## src/sv/assert_macros.svh

```systemverilog
// -----------------------------------------------------------------------------
// assert_macros.svh
// Concurrent assertion helpers shared by the transfer sender RTL.
// -----------------------------------------------------------------------------
`ifndef ASSERT_MACROS_SVH
`define ASSERT_MACROS_SVH

`ifndef SYNTH

`define ASSERT_PROP(lbl, clk, rst, prop, msg) \
  lbl: assert property (@(posedge clk) disable iff (rst) prop) else $error(msg);

`define ASSERT_NEVER(lbl, clk, rst, expr, msg) \
  lbl: assert property (@(posedge clk) disable iff (rst) !(expr)) else $error(msg);

`else

`define ASSERT_PROP(lbl, clk, rst, prop, msg)

`define ASSERT_NEVER(lbl, clk, rst, expr, msg)

`endif

`endif

```

## src/sv/cts_pkg.sv

```systemverilog
// -----------------------------------------------------------------------------
// cts_pkg
// Types and constants for the chunked transfer sender.
// -----------------------------------------------------------------------------
`default_nettype none

package cts_pkg;

  localparam int CHUNK_NUM_W   = 21;
  localparam int CHUNK_BYTES_W = 13;
  localparam int TIMER_W       = 16;
  localparam int FILE_LEN_W    = 32;
  localparam int ADDR_W        = 3;
  localparam int DATA_W        = 32;

  localparam int CHUNK_SHIFT   = 12;
  localparam int OFFSET_W      = CHUNK_NUM_W + CHUNK_SHIFT;
  localparam logic [CHUNK_BYTES_W-1:0] CHUNK_BYTES = CHUNK_BYTES_W'(1 << CHUNK_SHIFT);

  localparam logic [FILE_LEN_W-1:0] FILE_LEN_RST = 32'd1;
  localparam logic [TIMER_W-1:0]    TIMEOUT_RST  = 16'd1000;

  localparam logic [1:0] REQ_TICK  = 2'd0;
  localparam logic [1:0] REQ_SENT  = 2'd1;
  localparam logic [1:0] REQ_REPLY = 2'd2;

  localparam logic REPLY_RESTART = 1'b0;
  localparam logic REPLY_BLOB    = 1'b1;

  localparam logic [1:0] SEND_NONE    = 2'd0;
  localparam logic [1:0] SEND_RESTART = 2'd1;
  localparam logic [1:0] SEND_BLOB    = 2'd2;

  localparam logic REG_FILE_LEN = 1'b0;
  localparam logic REG_TIMEOUT  = 1'b1;

  typedef struct packed {
    logic [1:0] req_type;
    logic       send_ok;
    logic       reply_kind;
    logic       reply_accepted;
  } req_t;

  typedef struct packed {
    logic [1:0]               send_kind;
    logic [CHUNK_NUM_W-1:0]   chunk_number;
    logic [CHUNK_BYTES_W-1:0] chunk_bytes;
    logic [CHUNK_NUM_W-1:0]   chunk_count;
    logic                     transfer_done;
  } rsp_t;

  typedef struct packed {
    logic [FILE_LEN_W-1:0] file_length;
    logic [TIMER_W-1:0]    timeout_ticks;
  } cfg_t;

endpackage

`default_nettype wire

```

## src/sv/cts_cfg.sv

```systemverilog
// -----------------------------------------------------------------------------
// cts_cfg
// APB register file: file length and retransmit timeout.
// -----------------------------------------------------------------------------
`default_nettype none

module cts_cfg
  import cts_pkg::*;
(
  input  logic              clk,
  input  logic              rst,
  input  logic              psel,
  input  logic              penable,
  input  logic              pwrite,
  input  logic [ADDR_W-1:0] paddr,
  input  logic [DATA_W-1:0] pwdata,
  output logic [DATA_W-1:0] prdata,
  output logic              pready,
  output cfg_t              cfg
);

  cfg_t regs;
  logic wr_en;

  assign pready = 1'b1;
  assign wr_en  = psel && penable && pwrite;

  always_ff @(posedge clk) begin
    if (rst) begin
      regs.file_length   <= FILE_LEN_RST;
      regs.timeout_ticks <= TIMEOUT_RST;
    end else if (wr_en) begin
      unique case (paddr[2])
        REG_FILE_LEN: regs.file_length   <= pwdata;
        REG_TIMEOUT:  regs.timeout_ticks <= pwdata[TIMER_W-1:0];
        default: ;
      endcase
    end
  end

  always_comb begin
    unique case (paddr[2])
      REG_FILE_LEN: prdata = regs.file_length;
      REG_TIMEOUT:  prdata = DATA_W'(regs.timeout_ticks);
      default:      prdata = '0;
    endcase
  end

  assign cfg = regs;

endmodule

`default_nettype wire

```

## src/sv/cts_engine.sv

```systemverilog
// -----------------------------------------------------------------------------
// cts_engine
// Sender state, retransmit timer and result register; one event per step.
// -----------------------------------------------------------------------------
`default_nettype none
`include "assert_macros.svh"

module cts_engine
  import cts_pkg::*;
(
  input  logic clk,
  input  logic rst,
  input  cfg_t cfg,
  input  logic step,
  input  req_t req,
  output rsp_t rsp
);

  typedef enum logic [1:0] {
    PH_RST_WAIT,
    PH_RST_SENT,
    PH_BLOB_SENT,
    PH_DONE
  } phase_t;

  phase_t                 phase, phase_next;
  logic [CHUNK_NUM_W-1:0] next_chunk, chunk_next;
  logic [CHUNK_NUM_W-1:0] total_chunks, total_next;
  logic [TIMER_W-1:0]     timer_left, left_next;
  logic                   timer_running, running_next;

  logic [CHUNK_NUM_W-1:0]   chunk_inc;
  logic [CHUNK_NUM_W-1:0]   blob_idx;
  logic [CHUNK_NUM_W-1:0]   total_calc;
  logic [OFFSET_W-1:0]      blob_off;
  logic [OFFSET_W-1:0]      file_ext;
  logic [OFFSET_W-1:0]      remain;
  logic [CHUNK_BYTES_W-1:0] blob_size;
  logic                     do_restart;
  logic                     do_blob;
  rsp_t                     rsp_next;

  assign chunk_inc  = next_chunk + CHUNK_NUM_W'(1);
  assign total_calc = (cfg.file_length == '0) ? '0 :
                      CHUNK_NUM_W'(cfg.file_length >> CHUNK_SHIFT) + CHUNK_NUM_W'(1);

  always_comb begin
    phase_next   = phase;
    chunk_next   = next_chunk;
    total_next   = total_chunks;
    left_next    = timer_left;
    running_next = timer_running;
    blob_idx     = next_chunk;
    do_restart   = 1'b0;
    do_blob      = 1'b0;
    if (phase != PH_DONE) begin
      case (req.req_type)
        REQ_TICK: begin
          if (timer_running) begin
            if (timer_left <= TIMER_W'(1)) begin
              if (phase == PH_BLOB_SENT) begin
                do_blob = 1'b1;
              end else begin
                do_restart = 1'b1;
              end
            end else begin
              left_next = timer_left - TIMER_W'(1);
            end
          end
        end
        REQ_REPLY: begin
          if (phase == PH_RST_SENT && req.reply_kind == REPLY_RESTART) begin
            if (req.reply_accepted) begin
              do_blob = 1'b1;
            end else begin
              phase_next   = PH_RST_WAIT;
              left_next    = cfg.timeout_ticks;
              running_next = 1'b1;
            end
          end else if (phase == PH_BLOB_SENT && req.reply_kind == REPLY_BLOB) begin
            chunk_next = chunk_inc;
            blob_idx   = chunk_inc;
            if (chunk_inc < total_chunks) begin
              do_blob = 1'b1;
            end else begin
              phase_next   = PH_DONE;
              running_next = 1'b0;
              left_next    = '0;
            end
          end
        end
        default: ;
      endcase
    end
    if (do_restart) begin
      total_next   = total_calc;
      phase_next   = PH_RST_SENT;
      left_next    = cfg.timeout_ticks;
      running_next = 1'b1;
    end
    if (do_blob) begin
      phase_next   = PH_BLOB_SENT;
      left_next    = cfg.timeout_ticks;
      running_next = 1'b1;
    end
  end

  assign blob_off  = {blob_idx, CHUNK_SHIFT'(0)};
  assign file_ext  = OFFSET_W'(cfg.file_length);
  assign remain    = (blob_off < file_ext) ? file_ext - blob_off : '0;
  assign blob_size = (remain < OFFSET_W'(CHUNK_BYTES)) ? remain[CHUNK_BYTES_W-1:0] : CHUNK_BYTES;

  always_comb begin
    rsp_next.send_kind     = SEND_NONE;
    rsp_next.chunk_number  = '0;
    rsp_next.chunk_bytes   = '0;
    rsp_next.chunk_count   = total_next;
    rsp_next.transfer_done = (phase_next == PH_DONE);
    if (do_restart) begin
      rsp_next.send_kind = SEND_RESTART;
    end
    if (do_blob) begin
      rsp_next.send_kind    = SEND_BLOB;
      rsp_next.chunk_number = blob_idx;
      rsp_next.chunk_bytes  = blob_size;
    end
  end

  always_ff @(posedge clk) begin
    if (rst) begin
      phase         <= PH_RST_WAIT;
      next_chunk    <= '0;
      total_chunks  <= '0;
      timer_left    <= '0;
      timer_running <= 1'b1;
    end else if (step) begin
      phase         <= phase_next;
      next_chunk    <= chunk_next;
      total_chunks  <= total_next;
      timer_left    <= left_next;
      timer_running <= running_next;
    end
    if (step) begin
      rsp <= rsp_next;
    end
  end

  `ASSERT_PROP(a_done_sticky, clk, rst, (phase == PH_DONE) |=> (phase == PH_DONE), "left done")
  `ASSERT_NEVER(a_done_timer, clk, rst, (phase == PH_DONE) && timer_running, "timer runs in done")
  `ASSERT_PROP(a_done_silent, clk, rst, (step && phase == PH_DONE) |=> (rsp.send_kind == SEND_NONE), "send after done")
  `ASSERT_PROP(a_done_flag, clk, rst, step |=> (rsp.transfer_done == (phase == PH_DONE)), "done flag mismatch")

endmodule

`default_nettype wire

```

## src/sv/chunked_transfer_sender_fsm.sv

```systemverilog
// -----------------------------------------------------------------------------
// chunked_transfer_sender_fsm
// Stop-and-wait chunked transfer sender with retransmit timer.
//
//   channel | ports                            | dir | word
//   --------+----------------------------------+-----+------------------------
//   event   | req_valid / req_ready / req      | in  | req_t, one event
//   result  | rsp_valid / rsp_ready / rsp      | out | rsp_t, one per event
//   config  | psel penable pwrite paddr pwdata | in  | file_length, timeout
//
// One word per cycle sustained while results are taken; an event passes the
// input register, then the state update into the result register. Synchronous
// reset starts in restart wait with the timer armed to fire on the first
// tick. A stalled result holds in its register while one more event waits in
// the input register; the event channel stalls only when both are full.
// -----------------------------------------------------------------------------
`default_nettype none
`include "assert_macros.svh"

module chunked_transfer_sender_fsm
  import cts_pkg::*;
(
  input  logic              clk,
  input  logic              rst,
  input  logic              psel,
  input  logic              penable,
  input  logic              pwrite,
  input  logic [ADDR_W-1:0] paddr,
  input  logic [DATA_W-1:0] pwdata,
  output logic [DATA_W-1:0] prdata,
  output logic              pready,
  input  logic              req_valid,
  output logic              req_ready,
  input  req_t              req,
  output logic              rsp_valid,
  input  logic              rsp_ready,
  output rsp_t              rsp
);

  cfg_t cfg;
  req_t req_q;
  logic req_vld;
  logic step;

  cts_cfg u_cfg (
    .clk     (clk),
    .rst     (rst),
    .psel    (psel),
    .penable (penable),
    .pwrite  (pwrite),
    .paddr   (paddr),
    .pwdata  (pwdata),
    .prdata  (prdata),
    .pready  (pready),
    .cfg     (cfg)
  );

  assign step      = req_vld && (!rsp_valid || rsp_ready);
  assign req_ready = !req_vld || step;

  always_ff @(posedge clk) begin
    if (rst) begin
      req_vld   <= 1'b0;
      rsp_valid <= 1'b0;
    end else begin
      if (req_ready) begin
        req_vld <= req_valid;
      end
      if (step) begin
        rsp_valid <= 1'b1;
      end else if (rsp_ready) begin
        rsp_valid <= 1'b0;
      end
    end
    if (req_valid && req_ready) begin
      req_q <= req;
    end
  end

  cts_engine u_engine (
    .clk  (clk),
    .rst  (rst),
    .cfg  (cfg),
    .step (step),
    .req  (req_q),
    .rsp  (rsp)
  );

  `ASSERT_PROP(a_ready_empty, clk, rst, !req_vld |-> req_ready, "not ready while empty")
  `ASSERT_PROP(a_hold_input, clk, rst, (req_vld && !step) |=> req_vld, "held word dropped")
  `ASSERT_PROP(a_hold_result, clk, rst, (rsp_valid && !rsp_ready) |=> rsp_valid, "result dropped")

endmodule

`default_nettype wire

```

## config.mk

```make
export PLATFORM = sky130hd
export DESIGN_NAME = chunked_transfer_sender_fsm
export DESIGN_NICKNAME = d
export VERILOG_FILES = /design/src/sv/cts_pkg.sv /design/src/sv/cts_cfg.sv /design/src/sv/cts_engine.sv /design/src/sv/chunked_transfer_sender_fsm.sv
export VERILOG_INCLUDE_DIRS = /design/src /design/src/sv
export SDC_FILE = /design/constraint.sdc
export NUM_CORES = 1
export LEC_CHECK = 0
export BUFFER_PORTS_ARGS = -buffer_cell sky130_fd_sc_hd__buf_2
export CAP_MARGIN = 20
export CORE_UTILIZATION = 26
export CTS_CLUSTER_SIZE = 14
export DETAILED_ROUTE_END_ITERATION = 6
export SLEW_MARGIN = 20
export SYNTH_ARGS = -nofsm -noshare
export SYNTH_HDL_FRONTEND = slang
export SYNTH_SLANG_ARGS = --single-unit
```

## constraint.sdc

```tcl
create_clock -name clk -period 5.1 [get_ports clk]
set_clock_uncertainty 0.05 [all_clocks]
set_input_delay 0.255 -clock clk [delete_from_list [all_inputs] [get_ports clk]]
set_output_delay 0.255 -clock clk [all_outputs]
set_load 0.02 [all_outputs]
```

Word-level counts from Yosys, hierarchy flattened
Cells that the tools add are included.
Word-level totals
  bits in registers: 173
  output and inout bits: 93
Operators by class
  eq/ne operators: 12
  reductions and logical operators: 22
  add/sub/neg operators: 4
  mux-type cells: 52
  order comparisons: 4
  bitwise operators: 2
Operators with widths (number)
  16-bit two-way mux: 9
  21-bit two-way mux: 6
  32-bit one-hot mux with 2 select lines: 1
  33-bit by 13-bit < comparator with 1-bit output, second input constant: 1
  33-bit by 32-bit < comparator with 1-bit output: 1
  33-bit two-way mux: 1
  32-bit by 33-bit subtractor with 33-bit output: 1
  32-bit logical NOT: 1
  16-bit one-hot mux with 2 select lines: 1
  1-bit two-way mux: 24
  20-bit by 1-bit adder with 21-bit output, second input constant: 1
  21-bit by 1-bit adder with 21-bit output, second input constant: 1
  21-bit < comparator: 1
  16-bit by 1-bit less-or-equal comparator with 1-bit output, second input constant: 1
  2-bit two-way mux: 8
  16-bit by 1-bit subtractor with 16-bit output, second input constant: 1
  13-bit two-way mux: 1
  4-bit by 1-bit inequality test with 1-bit output, second input constant: 2
  4-bit by 2-bit inequality test with 1-bit output, second input constant: 2
  8-bit AND reduction: 1
  4-bit nonzero test: 2
  2-bit equality test, second input constant: 3
  1-bit logical AND: 6
  2-bit AND reduction: 3
  other kinds (13): 17

Logic depth before layout (Yosys ltp)
Gate-level depths: netlist of the first run.
  word-level depth: 10
  mapped depth: 19
  depth with buffers taken out: 16

Hierarchy
A second synthesis of the first run with hierarchy kept.
Unflattened totals
  cells, all modules: 1146
  area, all modules: 10477.5 um^2
By module, submodules not included
  cts_engine: cells an instance 894, times used 1, seq. area each 2962.8 um^2, area each 7830.0 um^2
  cts_cfg: cells an instance 237, times used 1, seq. area each 960.9 um^2, area each 2393.5 um^2
  chunked_transfer_sender_fsm: cells an instance 15, times used 1, seq. area each 190.2 um^2, area each 254.0 um^2

Worst setup path before layout of the first run
No wires, ideal clock.
  path type: register to register
  start: register u_engine.next_chunk[0]
  end: register u_engine.rsp[24] (netlist name)
  period minus slack after synthesis: 4.447 ns
  cell stages (with the launch flop): 19
  setup slack: 0.653 ns
  required time: 4.917 ns
  arrival: 4.264 ns
  library setup time: 0.133 ns
  cells stage by stage: dfxtp_1 -> ha_1 -> nand3_1 -> or3_1 -> buf_2 -> or4_1 -> buf_2 -> xor2_1 -> ha_1 -> clkbuf_1 -> o21a_1 -> and3_1 -> a311o_1 -> mux2i_1 -> nand4b_1 -> or4_1 -> nor4_4 -> buf_6 -> and3_1
On the way
  word-level cells in the longest chain between the ends: 9
Ends and longest elaborated chain
  from (decl): RTL line cts_engine.sv:27  | logic [CHUNK_NUM_W-1:0] next_chunk, chunk_next;
  from (signal assigned): RTL line cts_engine.sv:138  | next_chunk <= chunk_next;
  21-bit by 1-bit adder with 21-bit output: RTL line cts_engine.sv:43  | assign chunk_inc = next_chunk + CHUNK_NUM_W'(1);
  21-bit two-way mux
  21-bit two-way mux: RTL line cts_engine.sv:72  | if (phase == PH_RST_SENT && req.reply_kind == REPLY_RESTART) begin
  21-bit two-way mux: RTL line cts_engine.sv:57  | case (req.req_type)
  21-bit two-way mux
  32-bit by 33-bit subtractor with 33-bit output / 33-bit by 32-bit < comparator with 1-bit output (equally long branches): RTL line cts_engine.sv:110  | assign remain = (blob_off < file_ext) ? file_ext - blob_off : '0;
  33-bit two-way mux: RTL line cts_engine.sv:110
  33-bit by 13-bit < comparator with 1-bit output: RTL line cts_engine.sv:111  | assign blob_size = (remain < OFFSET_W'(CHUNK_BYTES)) ? remain[CHUNK_BYTES_W-1:0] : CHUNK_BYTES;
  2-bit AND reduction (no line)
Parallel ways exist; a longest one is shown, timed or not.
A chain may end at the register's enable or synchronous reset.

Final worst setup path of the first run
  start: register u_engine.next_chunk[0]
  end: register u_engine.rsp[24] (netlist name)
On the way
  word-level cells in the longest chain between the ends: 9
Ends and longest elaborated chain (RTL line)
  21-bit by 1-bit adder with 21-bit output: cts_engine.sv:43
  21-bit two-way mux
  21-bit two-way mux: cts_engine.sv:72
  21-bit two-way mux: cts_engine.sv:57
  21-bit two-way mux
  32-bit by 33-bit subtractor with 33-bit output / 33-bit by 32-bit < comparator with 1-bit output (equally long branches): cts_engine.sv:110
  33-bit two-way mux: cts_engine.sv:110
  33-bit by 13-bit < comparator with 1-bit output: cts_engine.sv:111
  2-bit AND reduction (no line)
Parallel ways exist; a longest one is shown, timed or not.

==> flow_metrics.py, run 1 <==
metrics = {
    "place": {
        "placed_area_um2": 11200,
        "dp_hpwl_um": 23600,
        "io_buffers": 135,
        "gp_congestion": 0.894,
    },
    "critical_path": {
        "worstSetupStartpoint": "u_engine.next_chunk[0]",
        "crit_path_start_kind": "flip-flop",
        "crit_slowest_cell": "a2111oi_1",
        "cpPeakStageDelay_ns": 0.59,
        "path_cells": "ha_1, nand3_1, or3_1, or4_1, xor2_1, ha_1, a2111oi_1, nor3_1, o311a_1, o31a_1, a31oi_1, nor4_4, buf_4, and3_1",
        "cp_max_fo": 12,
        "rr_worst_depth": 14,
        "cp_num_cells": 14,
        "cp_common_cell": "ha_1",
        "worstReg2RegStart": "u_engine.next_chunk[0]",
        "crit_family": "compound AO/OA/AOI/OAI gates",
        "required_ns": 5.26,
        "arrival_ns": 5.00,
        "crit_path_end_kind": "flip-flop",
        "crit_type": "reg -> reg",
        "critical_path_buf_inv_count": 1,
    },
    "yosys": {
        "synth_seq_cells": 173,
        "synthAdderAreaFrac_pct": 5.83,
        "synth_top_family_by_area": "simple AND/OR/NAND/NOR gates",
        "async_flop_share_pct": 0,
        "synthMuxAreaShare_pct": 2.09,
        "ys.flop_type": "dfxtp_1",
        "synth-xor-area-share_pct": 7.45,
        "synth_simple_gate_area_share_pct": 24.7,
        "yosysWarnings": 0,
        "synth-compound-area-share_pct": 14.7,
        "syn-mean-instance-area_um2": 8.38,
        "synth.area.top_cells": "dfxtp_1 (22%), edfxtp_1 (19%), nand2_1 (7.9%)",
        "synth-edff-count": 62,
        "synth_area_um2": 9990,
        "synthDistinctLibCells": 70,
        "seq_area_frac_synth_pct": 40.9,
        "synth.top_cell.area_share_pct": 22.2,
        "netlist_instances": 1192,
        "synth_top_area_cell": "dfxtp_1",
        "syn-num-nets": 1285,
    },
    "finish": {
        "final_cell_mix": "nand2_1 (210), buf_2 (134), dfxtp_1 (111)",
        "layout.nets": 1418,
        "final_common_cell": "nand2_1",
        "num_antenna_cells": 0,
        "finish.instance_area_um2": 12100,
        "final_layout_size_suffix_gt1_share_pct": 16.6,
        "synthToLayoutAreaGrowth_pct": 20.9,
        "postLayoutCoreUtil_pct": 32.0,
    },
    "floorplanning": {
        "fp-row-count": 71,
        "die_h_um": 198,
        "dieArea_um2": 39200,
        "core_area_um2": 37800,
        "fp.dieW_um": 198,
        "initial_core_util_pct": 26.5,
        "pin_count": 140,
    },
    "timing": {
        "slew_violations": 0,
        "setup_violations": 0,
        "slew_headroom_pct": 30.9,
        "period_share_pct": 95.0,
        "max_freq_ghz": 0.206,
        "tightestPinTransition_ns": 1.03,
        "setup_tns_ns": 0,
        "hold_violations": 0,
        "post-route-min-period_ns": 4.84,
        "rsz0062_at_grt": "no",
    },
    "drt": {
        "postRouteAntennaNets": 0,
        "highest_layer": "met5",
        "post_drt_wl_per_cell_um": 17.1,
        "routed_wirelength_um": 31700,
        "drt_iter0_drc": 666,
        "vias": 9141,
        "drc_errors": 0,
        "met3_length_um": 1460,
        "viasPerCell": 4.94,
        "wl_met2_um": 15200,
        "dr.pass1.iters": 5,
        "wl_met1_um": 14200,
    },
    "clock_network": {
        "htree_levels": 4,
        "cts_sinks": 173,
        "cts_buffers": 17,
        "clk_pin_slew_worst_paths_ns": 0.08,
        "cts_tree": "yes",
        "cts_buffer_depth": 2,
        "cts_root_buf": "clkbuf_16",
        "clk_latency_ns": 0.46,
        "cts_resized": 0,
    },
    "pwr": {
        "leakage_nw": 4.68,
        "power_mw": 3.31,
        "power_density_nw_per_um2": 274,
        "ir_drop_mv": 0.217,
    },
    "global_routing": {
        "grt_pass1_wl_um": 49000,
        "antenna_found_initial": 1,
        "grt_max_degree": 63,
        "track_usage_pct": 16.4,
        "grt_pass1_vias": 8654,
        "grt_overflow": 0,
    },
    "status": {
        "outcome": "complete, no violations",
    },
    "hold_path": {
        "hp-start": "pwdata[18]",
        "min_delay_path_depth": 3,
        "hp-class": "in -> reg",
    },
    "job": {
        "drv_cap": 0,
    },
}
-- where the power goes --
group	switching (mW)	total [mW]	leakage, nW	internal (mW)
Clock	0.651	1.33	0.293	0.681
Sequential	0.0341	1.50	1.48	1.47
Combinational	0.298	0.477	2.90	0.179
Total	0.983	3.31	4.68	2.33
-- sequential cells by signal, summed over array words and instances (netlist names) --
signal,cells
u_engine.total_chunks,21
u_engine.phase,2
u_engine.timer_left,16
u_engine.next_chunk,21
u_engine.timer_running,1
req_vld,1
req_q,4
u_engine.rsp,58
rsp_valid,1
u_cfg.cfg,48
-- cell families (layout without fill, tap and decap cells) --
group,after synthesis,count (layout)
AND/OR/NAND/NOR,518,518
AO/OA/AOI/OAI,241,241
flip-flops,173,173
buffers and inverters,109,255
XOR/XNOR,85,85
adder cells (fa/ha/maj),46,46
multiplexers,19,19
other,1,1
-- timing repair --
item	4_1_cts	5_1_grt
setup endpoints to repair	0	12
hold buffers	31	0
setup buffers	0	1
hold endpoints to repair	41	0
-- Yosys cell counts, types with 15 or more instances --
master	number
edfxtp_1	62
nand3_1	34
inv_1	35
mux2_2	15
nor4_1	15
xnor2_1	30
clkbuf_1	56
a21o_1	18
nand2_1	210
o21ai_0	45
nor2b_1	21
ha_1	45
nand4_1	21
and3_1	25
a21oi_1	104
nor2_1	95
nor3_1	33
xor2_1	55
dfxtp_1	111
-- per-layer routing --
layer	up-vias	track usage [%]
met4	2	6.06
met5	-	0
met3	43	2.66
met1	4390	21.5
met2	247	26.9
li1	4459	-
-- worst min-delay path: stages --
cell and delay (ns):
buf_2 0.11, nand2_1 0.05, a21oi_1 0.05
-- worst paths after layout --
| kind | slack (ns) | to |
|---|---|---|
| max | 0.26 | u_engine.rsp[24] |
| min | 0.006 | u_cfg.cfg[34] |
| max reg2reg | 0.26 | u_engine.rsp[24] |
| min reg2reg | 0.43 | u_engine.total_chunks[3] |
-- metrics by stage --
step / instances / worst slack, ns / hold slack, ns
after floorplan: 1192 / 0.653 / 0.304
after global placement: 1785 / 0.327 / 0.385
after detailed placement: 1785 / 0.213 / 0.385
after CTS: 1848 / 0.192 / 0.000505
after global routing: 1849 / 0.0346 / 0.00463
final: 1849 / 0.255 / 0.00592
-- final cells by class --
cell class              count  area (um^2)
clock buffers              18          450
flip-flops and latches    173         4080
inverters                  36          136
multi-input cells         910         5490
clock inverters            14          139
repair buffers            187         1150
well taps                 511          639
fillers                  3956        25700
Power figures use the tool's default switching activity.
==> inputs of run 2 (changes only) <==
- HOLD_SLACK_MARGIN: default -> 0.02
==> flow_metrics.py, run 2 (same netlist as run 1, synthesis figures left out) <==
metrics = {
    "timing": {
        "setup_tns_ns": 0,
        "period_share_pct": 94.6,
        "tightestPinTransition_ns": 1.02,
        "post-route-min-period_ns": 4.83,
        "rsz0062_at_grt": "no",
        "max_freq_ghz": 0.207,
        "slew_headroom_pct": 31.2,
        "hold_violations": 0,
        "setup_violations": 0,
        "slew_violations": 0,
    },
    "finish": {
        "final_layout_size_suffix_gt1_share_pct": 16.5,
        "fin_cells": 1855,
        "final_common_cell": "nand2_1",
        "layout.nets": 1424,
        "final_cell_mix": "nand2_1 (210), buf_2 (134), dfxtp_1 (111)",
        "largest_register_ffs": 58,
        "finish.instance_area_um2": 12100,
        "synthToLayoutAreaGrowth_pct": 21.5,
        "top_register": "u_engine.rsp",
        "num_antenna_cells": 0,
    },
    "critical_path": {
        "crit_type": "reg -> reg",
        "required_ns": 5.26,
        "crit_path_start_kind": "flip-flop",
        "crit_slowest_cell": "or4_1",
        "crit_path_end_kind": "flip-flop",
        "cpPeakStageDelay_ns": 0.56,
        "arrival_ns": 4.99,
        "cp_common_cell": "ha_1",
        "path_cells": "ha_1, nand3_1, or3_1, or4_1, nor2_1, xnor2_1, ha_1, o21a_1, a21oi_1, mux2_2, a211oi_1, a32oi_1, o211ai_1, nor4_4, buf_4, and3_1",
        "r2r_slack_ns": 0.27,
        "rr_worst_depth": 16,
        "cp_max_fo": 12,
        "worstReg2RegStart": "u_engine.next_chunk[0]",
        "r2r-end": "u_engine.rsp[24]",
    },
    "place": {
        "io_buffers": 135,
        "dp_hpwl_um": 23600,
        "dp.cells": 1785,
        "gp_congestion": 0.894,
        "placed_area_um2": 11200,
    },
    "drt": {
        "postRouteAntennaNets": 0,
        "post_drt_wl_per_cell_um": 17.1,
        "drc_errors": 0,
        "wl_met2_um": 15200,
        "met3_length_um": 1450,
        "dr.pass1.iters": 5,
        "wl_met1_um": 14300,
        "vias": 9189,
        "highest_layer": "met5",
        "viasPerCell": 4.95,
        "routed_wirelength_um": 31700,
        "drt_iter0_drc": 704,
    },
    "clock_network": {
        "cts_root_buf": "clkbuf_16",
        "cts_resized": 0,
        "htree_levels": 4,
        "cts_buffer_depth": 2,
        "clk_pin_slew_worst_paths_ns": 0.07,
        "cts_sinks": 173,
        "cts_tree": "yes",
        "clk_latency_ns": 0.46,
        "cts_buffers": 17,
    },
    "hold_path": {
        "min_delay_path_depth": 4,
        "hp-class": "in -> reg",
        "worst_hold_path.endpoint": "rsp_valid",
        "hp-start": "rsp_ready",
    },
    "global_routing": {
        "grt_overflow": 0,
        "track_usage_pct": 16.4,
        "antenna_found_initial": 1,
        "grt_pass1_wl_um": 49100,
        "grt_max_degree": 63,
        "grt_pass1_vias": 8679,
    },
    "floorplanning": {
        "fp-row-count": 71,
        "initial_core_util_pct": 26.5,
        "dieArea_um2": 39200,
        "fp.dieW_um": 198,
        "pin_count": 140,
        "die_h_um": 198,
        "core_area_um2": 37800,
    },
    "pwr": {
        "power_density_nw_per_um2": 273,
        "ir_drop_mv": 0.218,
        "leakage_nw": 4.70,
    },
    "status": {
        "outcome": "complete, no violations",
    },
    "job": {
        "drv_cap": 0,
    },
}
## run 2: cell types whose count changed in the layout (fill, tap and decap cells not counted)
cell           delta
dlygate4sd3_1     +6
## run 2: how the worst max path moves through the flow
stage	from	to	slack, ns	cells past startpoint
after floorplan	u_engine.next_chunk[0]	u_engine.rsp[24]	0.65	18
after global placement	u_engine.next_chunk[0]	u_engine.rsp[33]	0.33	13
after detailed placement	u_engine.next_chunk[0]	u_engine.rsp[22]	0.21	13
after CTS	u_engine.next_chunk[0]	u_engine.rsp[22]	0.19	13
after global routing	u_engine.next_chunk[0]	u_engine.rsp[22]	0.03	16
final	u_engine.next_chunk[0]	u_engine.rsp[24]	0.27	16
## run 2: critical path: cells and delay by family (launching register included)
kind            cells  cell delay, ns
simple gates        6            1.49
xor+xnor            1            0.19
flops               1            0.45
fa+ha+maj           2            0.63
mux                 1            0.40
buf+inv             1            0.18
compound gates      5            1.19
## run 2: timing repair
action / CTS / global route
hold buffers: 37 / 0
setup endpoints to repair: 0 / 12
buffers inserted: 0 / 1
endpoints found under the hold margin: 53 / 0
## run 2: per-layer routing
| metal | vias to the layer above | global-route usage (%) |
|---|---|---|
| li1 | 4468 | - |
| met4 | 2 | 6.06 |
| met2 | 252 | 27.0 |
| met1 | 4423 | 21.5 |
| met3 | 44 | 2.66 |
| met5 | - | 0 |
## run 2: final cells by class
type	instances	area [um^2]
clock inverter	14	139
timing repair buffer	193	1210
clock buffer	18	450
sequential	173	4080
inverter	36	136
tap	511	639
fill	3951	25600
multi-input combinational	910	5490
## run 2: stage by stage
| step | power [mW] | utilization (%) | worst slack [ns] | hold WS, ns |
|---|---|---|---|---|
| 2_1_floorplan | 1.84 | - | 0.653 | 0.304 |
| 3_3_place_gp | 1.98 | 29.6 | 0.327 | 0.385 |
| 3_5_place_dp | 1.99 | 29.6 | 0.213 | 0.385 |
| 4_1_cts | 3.34 | 32.1 | 0.192 | 0.0546 |
| 5_1_grt | 3.45 | 32.2 | 0.0346 | 0.107 |
| 6_report | 3.31 | 32.2 | 0.273 | 0.0668 |
## run 2: report_power, final
part           internal, mW  total [mW]  switching (mW)
clock network         0.681        1.33           0.648
registers              1.47        1.50          0.0341
logic                 0.182       0.481           0.299
==> inputs of run 3 (changes only) <==
- ABC_AREA: default -> 1
==> flow_metrics.py, run 3 <==
metrics = {
    "status": {
        "outcome": "complete, no violations",
    },
    "clock_network": {
        "cts_buffer_depth": 2,
        "post-cts-setup-buffer-count": 0,
        "cts_buffers": 17,
        "cts_tree": "yes",
        "clk_pin_slew_worst_paths_ns": 0.07,
        "htree_levels": 4,
        "cts_root_buf": "clkbuf_16",
        "clk_latency_ns": 0.45,
        "cts_sinks": 173,
    },
    "critical_path": {
        "cp_max_fo": 13,
        "cpPeakStageDelay_ns": 0.45,
        "crit_slowest_cell": "ha_1",
        "path_cells": "ha_1, nand2_1, nor2_2, nand2_1, nor3_2, nand2_1, xor2_1, nand2_1, o21ai_0, ha_1, nand2_1, nor4_1, nand3_1, nand3_1, xnor2_1, nand4_2, nand2_1, inv_1",
        "crit_type": "reg -> reg",
        "crit_path_end_kind": "flip-flop",
        "critical_path_buf_inv_count": 1,
        "required_ns": 5.26,
        "cp_common_cell": "nand2_1",
        "crit_path_start_kind": "flip-flop",
        "arrival_ns": 4.47,
        "crit_family": "simple AND/OR/NAND/NOR gates",
    },
    "floorplanning": {
        "die_h_um": 204,
        "dieArea_um2": 41500,
        "initial_core_util_pct": 26.5,
        "pin_count": 140,
        "fp-row-count": 73,
        "fp.dieW_um": 204,
        "core_area_um2": 39900,
    },
    "timing": {
        "slew_headroom_pct": 36.6,
        "max_freq_ghz": 0.232,
        "setup_violations": 0,
        "slew_violations": 0,
        "finalHoldWorstSlack_ns": 0.0441,
        "setup_ws_ns": 0.797,
        "rsz0062_at_grt": "no",
        "hold_violations": 0,
        "tightestPinTransition_ns": 0.952,
        "post-route-min-period_ns": 4.30,
        "period_share_pct": 84.4,
        "setup_tns_ns": 0,
    },
    "drt": {
        "viasPerCell": 4.72,
        "highest_layer": "met5",
        "vias": 10100,
        "routed_wirelength_um": 33800,
        "met3_length_um": 2300,
        "drc_errors": 0,
        "dr.pass1.iters": 6,
        "wl_met1_um": 14900,
        "post_drt_wl_per_cell_um": 15.8,
        "postRouteAntennaNets": 0,
        "drt_iter0_drc": 872,
        "wl_met2_um": 16000,
    },
    "finish": {
        "fin_cells": 2145,
        "layout.nets": 1700,
        "top_register": "u_engine.rsp",
        "largest_register_ffs": 58,
        "num_antenna_cells": 0,
        "synthToLayoutAreaGrowth_pct": 17.7,
        "final_common_cell": "nand2_1",
        "fill_cells": 4301,
        "final_layout_size_suffix_gt1_share_pct": 14.3,
        "final_cell_mix": "nand2_1 (328), inv_1 (220), nor2_1 (149)",
    },
    "yosys": {
        "synth_common_cells": "nand2_1 (328), inv_1 (221), nor2_1 (149)",
        "seq_area_frac_synth_pct": 38.6,
        "synth.most_common_cell": "nand2_1",
        "synth.area.top_cells": "dfxtp_1 (21%), edfxtp_1 (18%), nand2_1 (12%)",
        "async_flop_share_pct": 0,
        "syn-mean-instance-area_um2": 7.14,
        "synth_area_um2": 10600,
        "yosysWarnings": 0,
        "synth_top_area_cell": "dfxtp_1",
        "synthDistinctLibCells": 49,
        "synth-edff-count": 62,
        "syn-num-nets": 1576,
        "synth.top_cell.area_share_pct": 21.0,
        "synth_seq_cells": 173,
        "ys.flop_type": "dfxtp_1",
        "netlist_instances": 1483,
    },
    "job": {
        "drv_cap": 0,
    },
    "global_routing": {
        "grt_pass1_vias": 9401,
        "track_usage_pct": 16.4,
        "grt_pass1_wl_um": 52000,
        "grt_max_degree": 92,
        "antenna_found_initial": 1,
        "grt_overflow": 0,
    },
    "place": {
        "gp_congestion": 0.950,
        "place_ws_ns": 0.849,
        "dp.cells": 2102,
        "io_buffers": 135,
        "dp_hpwl_um": 26200,
    },
    "pwr": {
        "power_density_nw_per_um2": 297,
        "ir_drop_mv": 0.270,
        "leakage_nw": 5.86,
    },
    "hold_path": {
        "hp-class": "in -> reg",
    },
}
## run 3: cell types whose count changed after synthesis, sizes merged, moves of 29 or more
cell,previous run,this run
nand3,34,63
nand2,210,332
o21ai,52,158
inv,36,229
nor2,96,170
## run 3: stage by stage
stage                     utilization [%]  total power [mW]  instance area (um^2)
after global placement               29.4              2.37                 11800
after global routing                 31.2              3.91                 12500
after floorplan                         -              2.16                 10600
final                                31.2              3.70                 12500
after CTS                            31.2              3.72                 12500
after detailed placement             29.4              2.38                 11800
## run 3: logic make-up (layout without fill, tap and decap cells)
family / Yosys count / after routing / synth area share [%]
other: 1 / 1 / 0.0354
buffers and inverters: 281 / 418 / 10.4
AND/OR/NAND/NOR: 633 / 633 / 26.7
adder cells (fa/ha/maj): 46 / 46 / 5.51
multiplexers: 5 / 5 / 0.473
flip-flops: 173 / 173 / 38.6
AO/OA/AOI/OAI: 306 / 306 / 15.1
XOR/XNOR: 38 / 38 / 3.14
## run 3: what timing repair did
item,4_1_cts,5_1_grt
endpoints found under the setup margin,0,0
endpoints found under the hold margin,11,0
hold buffers,11,0
gates resized for setup,0,0
## run 3: power by group
group          total, mW  switching, mW  internal, mW
Sequential          1.55         0.0497          1.50
Clock               1.34          0.655         0.683
Combinational      0.815          0.541         0.274
## run 3: path summary, 6_finish.rpt
kind	start	to	slack, ns	cells past startpoint
max	u_engine.next_chunk[1]	u_engine.rsp[34]	0.80	18
min	pwdata[1]	u_cfg.cfg[1]	0.04	3
max reg2reg	u_engine.next_chunk[1]	u_engine.rsp[34]	0.80	18
min reg2reg	u_cfg.cfg[1]	u_cfg.cfg[1]	0.42	2
## run 3: routing by layer
metal,global-route usage (%),vias up
met4,4.54,2
met2,27.8,346
met3,3.05,41
met5,0,-
met1,21.1,4646
li1,-,5079
## run 3: final cells by class
class                   instances  area (um^2)  area share [%]
clock buffers                  18          450            3.62
clock inverters                14          141            1.14
inverters                     231          871            6.99
multi-input cells            1029         5400            43.3
flip-flops and latches        173         4080            32.8
well taps                     525          657            5.27
repair buffers                155          857            6.88
## run 3: worst reg2reg max path: stages, from the launching register on
cell     delay, ns
dfxtp_1       0.39
ha_1          0.20
nand2_1       0.08
nor2_2        0.25
nand2_1       0.17
nor3_2        0.28
nand2_1       0.11
xor2_1        0.18
nand2_1       0.07
o21ai_0       0.20
ha_1          0.45
nand2_1       0.13
nor4_1        0.43
nand3_1       0.14
nand3_1       0.15
xnor2_1       0.15
nand4_2       0.43
nand2_1       0.18
inv_1         0.05
